===== config.mk =====
export PLATFORM = sky130hd
export DESIGN_NAME = pm_sensor_frame_aqi
export DESIGN_NICKNAME = d
export VERILOG_FILES = /design/src/design/pmsfa_pkg.sv /design/src/design/pmsfa_frame.sv /design/src/design/pmsfa_aqi.sv /design/src/design/pm_sensor_frame_aqi.sv
export SDC_FILE = /design/constraint.sdc
export NUM_CORES = 1
export LEC_CHECK = 0
export BUFFER_PORTS_ARGS = -buffer_cell sky130_fd_sc_hd__buf_2
export CAP_MARGIN = 25
export CORE_AREA = 10 10 117 198
export DETAILED_ROUTE_END_ITERATION = 12
export DIE_AREA = 0 0 127 208
export MAX_ROUTING_LAYER = met4
export PLACE_DENSITY = 0.78
export SKIP_LAST_GASP = 1
export SLEW_MARGIN = 15
export SYNTH_ARGS = -nofsm -noshare
export SYNTH_HDL_FRONTEND = slang
export SYNTH_SLANG_ARGS = --single-unit

===== constraint.sdc =====
create_clock -name clk -period 5.23 [get_ports clk]
set_input_delay 0.2615 -clock clk [delete_from_list [all_inputs] [get_ports clk]]
set_output_delay 0.2615 -clock clk [all_outputs]
set_load 0.01 [all_outputs]

===== src/design/pmsfa_pkg.sv =====
`timescale 1ns / 1ps
`default_nettype none

package pmsfa_pkg;

  localparam logic [7:0] HDR_B     = 8'h42;
  localparam logic [7:0] HDR_M     = 8'h4D;
  localparam logic [7:0] HDR_ZERO  = 8'h00;
  localparam logic [7:0] HDR_LEN   = 8'd28;

  localparam logic [4:0] POS_PM1_LO   = 5'd5;
  localparam logic [4:0] POS_PM25_LO  = 5'd7;
  localparam logic [4:0] POS_PM10_LO  = 5'd9;
  localparam logic [4:0] POS_COUNT_LO = 5'd17;
  localparam logic [4:0] POS_LAST     = 5'd31;

  localparam logic [15:0] PM_MAX_LINEAR = 16'd500;

  localparam int PROD_W = 14;  // (pm - x0) * slope stays below 2**14
  localparam int QUO_W  = 7;   // quotient never exceeds 99
  localparam int AQI_W  = 10;  // y0 + quotient + 9-bit offset <= 1011

  typedef enum logic [2:0] {
    CAT_GREEN  = 3'd0,
    CAT_YELLOW = 3'd1,
    CAT_ORANGE = 3'd2,
    CAT_RED    = 3'd3,
    CAT_PURPLE = 3'd4,
    CAT_MAROON = 3'd5
  } color_t;

  // One linear segment of the index curve
  typedef struct packed {
    logic       over;   // PM2.5 above the last breakpoint
    logic [8:0] x0;
    logic [8:0] y0;
    logic [6:0] slope;  // y1 - y0
    logic [7:0] span;   // x1 - x0
  } band_t;

  typedef struct packed {
    logic idle;
    logic done;
  } aqi_stat_t;

  function automatic logic [7:0] hdr_byte(input logic [1:0] pos);
    logic [7:0] b;
    case (pos)
      2'd0:    b = HDR_B;
      2'd1:    b = HDR_M;
      2'd2:    b = HDR_ZERO;
      2'd3:    b = HDR_LEN;
      default: b = HDR_B;
    endcase
    return b;
  endfunction

  function automatic band_t band_of(input logic [15:0] pm);
    band_t r;
    r.over = 1'b0;
    if (pm <= 16'd12) begin
      r.x0 = 9'd0;   r.y0 = 9'd0;   r.slope = 7'd50; r.span = 8'd12;
    end else if (pm <= 16'd35) begin
      r.x0 = 9'd13;  r.y0 = 9'd51;  r.slope = 7'd49; r.span = 8'd22;
    end else if (pm <= 16'd55) begin
      r.x0 = 9'd35;  r.y0 = 9'd101; r.slope = 7'd49; r.span = 8'd20;
    end else if (pm <= 16'd150) begin
      r.x0 = 9'd55;  r.y0 = 9'd151; r.slope = 7'd49; r.span = 8'd95;
    end else if (pm <= 16'd250) begin
      r.x0 = 9'd150; r.y0 = 9'd201; r.slope = 7'd99; r.span = 8'd100;
    end else if (pm <= 16'd350) begin
      r.x0 = 9'd250; r.y0 = 9'd301; r.slope = 7'd99; r.span = 8'd100;
    end else begin
      r.x0 = 9'd350; r.y0 = 9'd401; r.slope = 7'd99; r.span = 8'd150;
      r.over = (pm > PM_MAX_LINEAR);
    end
    return r;
  endfunction

  function automatic color_t color_of(input logic [15:0] aqi);
    color_t c;
    if (aqi < 16'd51)       c = CAT_GREEN;
    else if (aqi < 16'd101) c = CAT_YELLOW;
    else if (aqi < 16'd151) c = CAT_ORANGE;
    else if (aqi < 16'd201) c = CAT_RED;
    else if (aqi < 16'd301) c = CAT_PURPLE;
    else                    c = CAT_MAROON;
    return c;
  endfunction

endpackage

`default_nettype wire


===== src/design/pmsfa_frame.sv =====
`timescale 1ns / 1ps
`default_nettype none

module pmsfa_frame (
  input  wire logic        clk,
  input  wire logic        rst_n,
  input  wire logic        byte_vld,
  input  wire logic [7:0]  byte_in,
  output logic             frame_done,
  output logic [15:0]      pm1_hold,
  output logic [15:0]      pm25_hold,
  output logic [15:0]      pm10_hold,
  output logic [15:0]      count_hold
);
  import pmsfa_pkg::*;

  logic [4:0]  pos_r, pos_nxt;
  logic [7:0]  hi_r;
  logic [15:0] pm1_r, pm25_r, pm10_r, count_r;
  logic [15:0] word;
  logic        in_hdr;

  assign word   = {hi_r, byte_in};
  assign in_hdr = (pos_r[4:2] == 3'd0);

  always_comb begin
    pos_nxt = pos_r;
    if (byte_vld) begin
      if (in_hdr) begin
        // a stray 'B' restarts the hunt as byte 0 of a new frame
        if (byte_in == hdr_byte(pos_r[1:0])) pos_nxt = pos_r + 5'd1;
        else if (byte_in == HDR_B)           pos_nxt = 5'd1;
        else                                 pos_nxt = 5'd0;
      end else if (pos_r == POS_LAST) begin
        pos_nxt = 5'd0;
      end else begin
        pos_nxt = pos_r + 5'd1;
      end
    end
  end

  always_ff @(posedge clk) begin
    if (!rst_n) begin
      pos_r <= 5'd0;
    end else begin
      pos_r <= pos_nxt;
    end
  end

  always_ff @(posedge clk) begin
    if (byte_vld && !in_hdr) begin
      if (!pos_r[0]) begin
        hi_r <= byte_in;
      end else begin
        case (pos_r)
          POS_PM1_LO:   pm1_r   <= word;
          POS_PM25_LO:  pm25_r  <= word;
          POS_PM10_LO:  pm10_r  <= word;
          POS_COUNT_LO: count_r <= word;
          default: ;
        endcase
      end
    end
  end

  assign frame_done = byte_vld && (pos_r == POS_LAST);
  assign pm1_hold   = pm1_r;
  assign pm25_hold  = pm25_r;
  assign pm10_hold  = pm10_r;
  assign count_hold = count_r;

endmodule

`default_nettype wire


===== src/design/pmsfa_aqi.sv =====
`timescale 1ns / 1ps
`default_nettype none

// Bit-serial index unit: shift-add multiply, then restoring divide by the
// segment span, one bit per cycle each; PM2.5 above 500 skips both.
module pmsfa_aqi (
  input  wire logic                clk,
  input  wire logic                rst_n,
  input  wire logic                start,
  input  wire logic                ack,
  input  wire logic [15:0]         pm25,
  input  wire logic [8:0]          offset,
  output pmsfa_pkg::aqi_stat_t     stat,
  output logic [15:0]              aqi,
  output pmsfa_pkg::color_t        color
);
  import pmsfa_pkg::*;

  typedef enum logic [2:0] {
    ST_IDLE,
    ST_MUL,
    ST_LOAD,
    ST_DIV,
    ST_SUM,
    ST_DONE
  } state_t;

  state_t              state_r, state_nxt;
  logic [3:0]          cnt_r, cnt_nxt;
  logic [PROD_W-1:0]   prod_r, prod_nxt;
  logic [PROD_W-1:0]   mcand_r, mcand_nxt;
  logic [6:0]          mult_r, mult_nxt;
  logic [PROD_W-1:0]   num_r, num_nxt;
  logic [7:0]          rem_r, rem_nxt;
  logic [7:0]          span_r, span_nxt;
  logic [8:0]          y0_r, y0_nxt;
  logic [15:0]         aqi_r, aqi_nxt;
  color_t              color_r, color_nxt;

  band_t               band;
  logic [15:0]         diff;
  logic [8:0]          trial;
  logic                qbit;
  logic [AQI_W-1:0]    sum;

  assign band  = band_of(pm25);
  assign diff  = pm25 - {7'd0, band.x0};
  assign trial = {rem_r, num_r[PROD_W-1]};
  assign qbit  = (trial >= {1'b0, span_r});
  assign sum   = AQI_W'(y0_r) + AQI_W'(num_r[QUO_W-1:0]) + AQI_W'(offset);

  always_comb begin
    state_nxt = state_r;
    cnt_nxt   = cnt_r;
    prod_nxt  = prod_r;
    mcand_nxt = mcand_r;
    mult_nxt  = mult_r;
    num_nxt   = num_r;
    rem_nxt   = rem_r;
    span_nxt  = span_r;
    y0_nxt    = y0_r;
    aqi_nxt   = aqi_r;
    color_nxt = color_r;
    case (state_r)
      ST_IDLE: begin
        if (start) begin
          if (band.over) begin
            aqi_nxt   = pm25;
            color_nxt = CAT_MAROON;
            state_nxt = ST_DONE;
          end else begin
            prod_nxt  = '0;
            mcand_nxt = PROD_W'(diff[7:0]);
            mult_nxt  = band.slope;
            span_nxt  = band.span;
            y0_nxt    = band.y0;
            cnt_nxt   = 4'd0;
            state_nxt = ST_MUL;
          end
        end
      end
      ST_MUL: begin
        if (mult_r[0]) prod_nxt = prod_r + mcand_r;
        mcand_nxt = {mcand_r[PROD_W-2:0], 1'b0};
        mult_nxt  = {1'b0, mult_r[6:1]};
        cnt_nxt   = cnt_r + 4'd1;
        if (cnt_r == 4'd6) begin
          cnt_nxt   = 4'd0;
          state_nxt = ST_LOAD;
        end
      end
      ST_LOAD: begin
        // dividend from the product, remainder starts at zero
        num_nxt   = prod_r;
        rem_nxt   = 8'd0;
        cnt_nxt   = 4'd0;
        state_nxt = ST_DIV;
      end
      ST_DIV: begin
        rem_nxt = qbit ? 8'(trial - {1'b0, span_r}) : trial[7:0];
        num_nxt = {num_r[PROD_W-2:0], qbit};
        cnt_nxt = cnt_r + 4'd1;
        if (cnt_r == 4'(PROD_W - 1)) state_nxt = ST_SUM;
      end
      ST_SUM: begin
        aqi_nxt   = 16'(sum);
        color_nxt = color_of(16'(sum));
        state_nxt = ST_DONE;
      end
      ST_DONE: begin
        if (ack) state_nxt = ST_IDLE;
      end
      default: state_nxt = ST_IDLE;
    endcase
  end

  always_ff @(posedge clk) begin
    if (!rst_n) begin
      state_r <= ST_IDLE;
      cnt_r   <= 4'd0;
    end else begin
      state_r <= state_nxt;
      cnt_r   <= cnt_nxt;
      prod_r  <= prod_nxt;
      mcand_r <= mcand_nxt;
      mult_r  <= mult_nxt;
      num_r   <= num_nxt;
      rem_r   <= rem_nxt;
      span_r  <= span_nxt;
      y0_r    <= y0_nxt;
      aqi_r   <= aqi_nxt;
      color_r <= color_nxt;
    end
  end

  assign stat.idle = (state_r == ST_IDLE);
  assign stat.done = (state_r == ST_DONE);
  assign aqi       = aqi_r;
  assign color     = color_r;

endmodule

`default_nettype wire


===== src/design/pm_sensor_frame_aqi.sv =====
`timescale 1ns / 1ps
`default_nettype none

// Channel  Dir  Handshake                Payload
// in       in   in_tvalid / in_tready    in_tdata[7:0]   rx_byte
// out      out  out_tvalid / out_tready  out_tdata[87:0] pm values, aqi, color
// cfg      in   cfg_valid / cfg_ready    cfg_data[8:0]   aqi_offset
//
// Bytes are taken one per cycle while in_tready is high. The transfer of
// byte 31 of a frame starts the serial index unit (7 multiply steps, a load
// step, 14 divide steps and a sum; all skipped when PM2.5 is above 500), and
// in_tready stays low until the result moves to the output register. A
// stalled output holds the result and the input. rst_n is synchronous; it
// clears the frame hunt, the offset and out_tvalid.
module pm_sensor_frame_aqi (
  input  wire logic        clk,
  input  wire logic        rst_n,
  input  wire logic        in_tvalid,
  output logic             in_tready,
  input  wire logic [7:0]  in_tdata,   // [7:0] rx_byte
  output logic             out_tvalid,
  input  wire logic        out_tready,
  // [15:0] pm1_value, [31:16] pm25_value, [47:32] pm10_value,
  // [63:48] small_particle_count, [79:64] aqi_value, [82:80] color_category
  output logic [87:0]      out_tdata,
  input  wire logic        cfg_valid,
  output logic             cfg_ready,
  input  wire logic [8:0]  cfg_data    // [8:0] aqi_offset
);
  import pmsfa_pkg::*;

  logic        in_xfer;
  logic        frame_done;
  logic [15:0] pm1_hold, pm25_hold, pm10_hold, count_hold;
  aqi_stat_t   stat;
  logic [15:0] aqi;
  color_t      color;
  logic        ack;

  logic [8:0]  offset_r;
  logic        out_vld_r;
  logic [82:0] out_data_r;

  assign in_tready = stat.idle;
  assign in_xfer   = in_tvalid && in_tready;
  assign cfg_ready = 1'b1;
  assign ack       = stat.done && (!out_vld_r || out_tready);

  pmsfa_frame u_frame (
    .clk        (clk),
    .rst_n      (rst_n),
    .byte_vld   (in_xfer),
    .byte_in    (in_tdata),
    .frame_done (frame_done),
    .pm1_hold   (pm1_hold),
    .pm25_hold  (pm25_hold),
    .pm10_hold  (pm10_hold),
    .count_hold (count_hold)
  );

  pmsfa_aqi u_aqi (
    .clk    (clk),
    .rst_n  (rst_n),
    .start  (frame_done),
    .ack    (ack),
    .pm25   (pm25_hold),
    .offset (offset_r),
    .stat   (stat),
    .aqi    (aqi),
    .color  (color)
  );

  always_ff @(posedge clk) begin
    if (!rst_n) begin
      offset_r <= 9'd0;
    end else if (cfg_valid && cfg_ready) begin
      offset_r <= cfg_data;
    end
  end

  always_ff @(posedge clk) begin
    if (!rst_n) begin
      out_vld_r <= 1'b0;
    end else if (ack) begin
      out_vld_r <= 1'b1;
    end else if (out_tready) begin
      out_vld_r <= 1'b0;
    end
  end

  // holds are stable here: input is stalled from frame end until ack
  always_ff @(posedge clk) begin
    if (ack) begin
      out_data_r <= {color, aqi, count_hold, pm10_hold, pm25_hold, pm1_hold};
    end
  end

  assign out_tvalid = out_vld_r;
  assign out_tdata  = {5'd0, out_data_r};

endmodule

`default_nettype wire

==> summary.md <==
| Metric | Value |
|---|---|
| Met2 wire len | `13.1 mm` |
| Worst slew margin | `0.385` |
| Number of max-cap violations | `0` |
| Crit-path max cell delay | `0.48 ns` |
| DRT antenna net count | `0` |
| Vias in the first global route | `7227` |
| Initial antenna violation count | `0` |
| Dominant cells by area after synthesis | `edfxtp_1 (64%), ha_1 (4.8%), dfxtp_1 (3.8%)` |
| Layout area overhead | `14.3%` |
| Drt drc | `0` |
| Layout cells sized above 1 | `0.189` |
| Initial Util | `0.581` |
| Cells after Synth | `roughly 830` |
| Endpoints failing hold | `0` |
| Synth top area share | `0.642` |
| Die X | `127 um` |
| LEAKAGE | `4.81 nW` |
| Max Slew Vio Count | `0` |
| Post-route setup TNS | `0 ns` |
| CTS tree | `built` |
| CTS Sinks | `about 270` |
| Worst Setup EP | `u_aqi.mcand_r[6]` |
| # diodes | `0` |
| Status | `finished clean` |
| Util after Layout | `0.664` |
| DRT Wirelength | `23.7 mm` |
| Clock Pin Slew Worst Setup and Hold Paths | `0.06 ns` |
| Post-layout minimum cycle time | `roughly 3.8 ns` |
| GRT overflow | `0` |
| CP Capture Type | `register` |
| Final period utilization | `0.723` |
| Distinct cells, synth | `69` |
| Total Power | `0.00432 W` |
| Max layer used | `met4` |
| FF-to-FF setup slack | `between 1 and 1.5 ns` |
| Most used DFF post-synth | `edfxtp_1` |
| Post-synth EDFFs | `245` |
| Commonest cells after routing, fill and taps aside | `edfxtp_1 (245), buf_2 (106), nor2_1 (74)` |
| Fin nets | `1037` |
| WP buf/inv | `1` |
| Setup violators final | `0` |
| Post-CTS sizing | `0` |
| Fillers | `1384` |
| Power density over the cells | `329 nW/um2` |
| DP HPWL | `~17 mm` |
| Clk buf depth | `3` |
| FF-to-FF End | `u_aqi.mcand_r[6]` |
| 1st-iter DRT viols | `522` |
| WS Path Type | `register to register` |
| Pin count of the biggest net entering global routing | `72` |
| CP max stage cell | `or4_4` |
| Worst slew pin tran | `0.917 ns` |
| Met1 wire length | `8.61 mm` |
| Hold_buf cts | `6` |
| CP Max Fanout | `5` |
| Via total after detailed routing | `7011` |
| First-pass DRT Iterations | `5` |
| Reg-to-reg startpoint | `u_frame.pm25_hold[12]` |
| Via/cell ratio | `5.74` |
| Crit path required time | `5.46 ns` |
| RSZ-0062 raised after global routing | `no` |
| Number of port buffers | `106` |
| CP cell instances | `nor4_4 -> nand2_2 -> or4_4 -> a2111oi_4 -> inv_2 -> and2_4 -> ha_1 -> fa_1 -> nor2b_1 -> o21ai_0 -> nand2b_1 -> a21o_1 -> a21oi_1 -> xor2_1 -> o21ai_0` |
| Fmax | `264 MHz` |
| Top cell type by total area after synthesis | `edfxtp_1` |
| Most common cell after layout, fill and taps aside | `edfxtp_1` |
| First-pass GRT wire length | `37.8 mm` |
| Final instance area | `13100 um2` |
| Top-Level Pins | `113` |
| Worst r2r path cells | `15` |
| Worst Hold Class | `input pin to register` |
| RePlAce Congestion | `a little over 0.9` |
| Post-Syn Area | `11500 um2` |
| Worst vdd ir | `0.000247 V` |
| Sequential fraction of the synthesis area | `0.680` |
| Clock Skews | `between 0.01 and 0.015 ns` |
| Worst path depth | `15` |
| Post-DP Area | `12300 um2` |
| Most common cell on crit path | `o21ai_0` |
| Die Height | `208 um` |
| Syn Area/Cell | `between 10 and 15 um2` |
| Critical Path AT | `4.01 ns` |
| CTS H-tree depth | `1` |
| CP startpoint kind | `register` |
| Core Box Area | `19700 um2` |
| TritonCTS Buffers | `23` |
| Warnings, synthesis | `0` |
| Family with the most delay on the worst path | `simple AND/OR/NAND/NOR gates` |
| Met3 WL | `1.38 mm` |
| Asr flop ratio synth | `0` |
| Critical Path Source | `u_frame.pm25_hold[12]` |
| Root Buffer | `clkbuf_16` |
| Clk_lat worst skew | `roughly 0.52 ns` |
| Die area | `roughly 26000 um2` |
| Post-CTS Setup Inserts | `0` |
| # rows | `~70` |
| Mean routed wirelength per cell | `19.4 um` |
| Yosys reg bits | `267` |
| GRT Total Usage | `0.180` |
worst min path at each step:
| stage | slack, ns | from | endpoint | cells after the start |
|---|---|---|---|---|
| global placement | 0.40 | u_frame.pm10_hold[0] | out_data_r[32] | 0 |
| global route | 0.005 | cfg_data[2] | offset_r[2] | 3 |
| finish | 0.02 | cfg_data[2] | offset_r[2] | 3 |
| detailed placement | 0.40 | u_frame.pm10_hold[1] | out_data_r[33] | 0 |
| floorplan | 0.36 | in_tdata[0] | u_frame.count_hold[0] | 0 |
| CTS | 0.00007 | cfg_data[2] | offset_r[2] | 3 |
routing by layer:
metal,up-vias,global-route usage
met5,-,-
li1,3343,-
met1,3388,0.191
met4,0,0.0551
met2,240,0.331
met3,40,0.0300
sequential cells by signal, summed over array words and instances (netlist names), 3 cells and up:
register / flops
offset_r: 9
out_data_r: 83
u_aqi.aqi: 16
u_aqi.cnt_r: 4
u_aqi.color: 3
u_aqi.mcand_r: 14
u_aqi.mult_r: 7
u_aqi.num_r: 14
u_aqi.prod_r: 14
u_aqi.rem_r: 8
u_aqi.span_r: 5
u_aqi.state_r: 3
u_aqi.y0_r: 9
u_frame.count_hold: 16
u_frame.hi_r: 8
u_frame.pm10_hold: 16
u_frame.pm1_hold: 16
u_frame.pm25_hold: 16
u_frame.pos_r: 5
per-stage QoR:
step / cells / worst slack [ns] / hold slack, ns
2_1_floorplan: 838 / 0.466 / 0.360
3_3_place_gp: 1171 / 1.59 / 0.400
3_5_place_dp: 1173 / 1.46 / 0.405
4_1_cts: 1221 / 1.45 / 0.0000705
5_1_grt: 1222 / 1.25 / 0.00531
6_report: 1222 / 1.45 / 0.0151
power breakdown:
group / internal (W) / total, W / switching (W)
Sequential: 0.00236 / 0.00239 / 0.0000326
Clock: 0.000863 / 0.00158 / 0.000719
Combinational: 0.000124 / 0.000340 / 0.000216
final cells by class:
cell class                      count  area (um2)  share of cell area
Inverter                           35         131              0.0100
Timing Repair Buffer              123         688              0.0525
Sequential cell                   267        7800               0.595
Multi-Input combinational cell    510        3480               0.265
Clock inverter                     16         114             0.00869
Tap cell                          245         307              0.0234
Clock buffer                       26         587              0.0448
synth_stat cells (5+ instances only):
| library cell | count |
|---|---|
| nor2_1 | 75 |
| nand2b_1 | 10 |
| nor3_1 | 22 |
| o21ai_0 | 37 |
| nand2_1 | 68 |
| or2_2 | 6 |
| a21oi_1 | 42 |
| o31ai_1 | 9 |
| nor2b_1 | 11 |
| inv_1 | 34 |
| xnor2_1 | 15 |
| nand3_1 | 13 |
| dfxtp_1 | 22 |
| a21o_1 | 6 |
| and3_1 | 15 |
| mux2i_1 | 9 |
| buf_4 | 6 |
| clkbuf_1 | 19 |
| xor2_1 | 8 |
| and2_1 | 8 |
| edfxtp_1 | 245 |
| mux2_2 | 6 |
| ha_1 | 44 |
| fa_1 | 11 |
| o21a_1 | 10 |
| or3_1 | 5 |
| a31oi_1 | 8 |
| nand4_1 | 10 |
worst register-to-register path, delay by kind of cell, from the launching register on:
family / cells / cell delay [ns]
xor gates and xnor gates: 1 / 0.12
AOI/OAI and AO/OA: 5 / 0.83
DFF: 1 / 0.43
adders and majority gates: 2 / 0.62
buffers and inverters: 1 / 0.12
and+or+nand+nor: 6 / 1.39
cells by family after synthesis:
kind of cell | Yosys count | synth area share
AND/OR/NAND/NOR | 265 | 0.115
AO/OA/AOI/OAI | 146 | 0.0838
other | 2 | 0.000655
adder cells (fa/ha/maj) | 55 | 0.0673
buffers and inverters | 61 | 0.0219
flip-flops | 267 | 0.680
XOR/XNOR | 23 | 0.0176
multiplexers | 15 | 0.0138
Power figures use the tool's default switching activity.
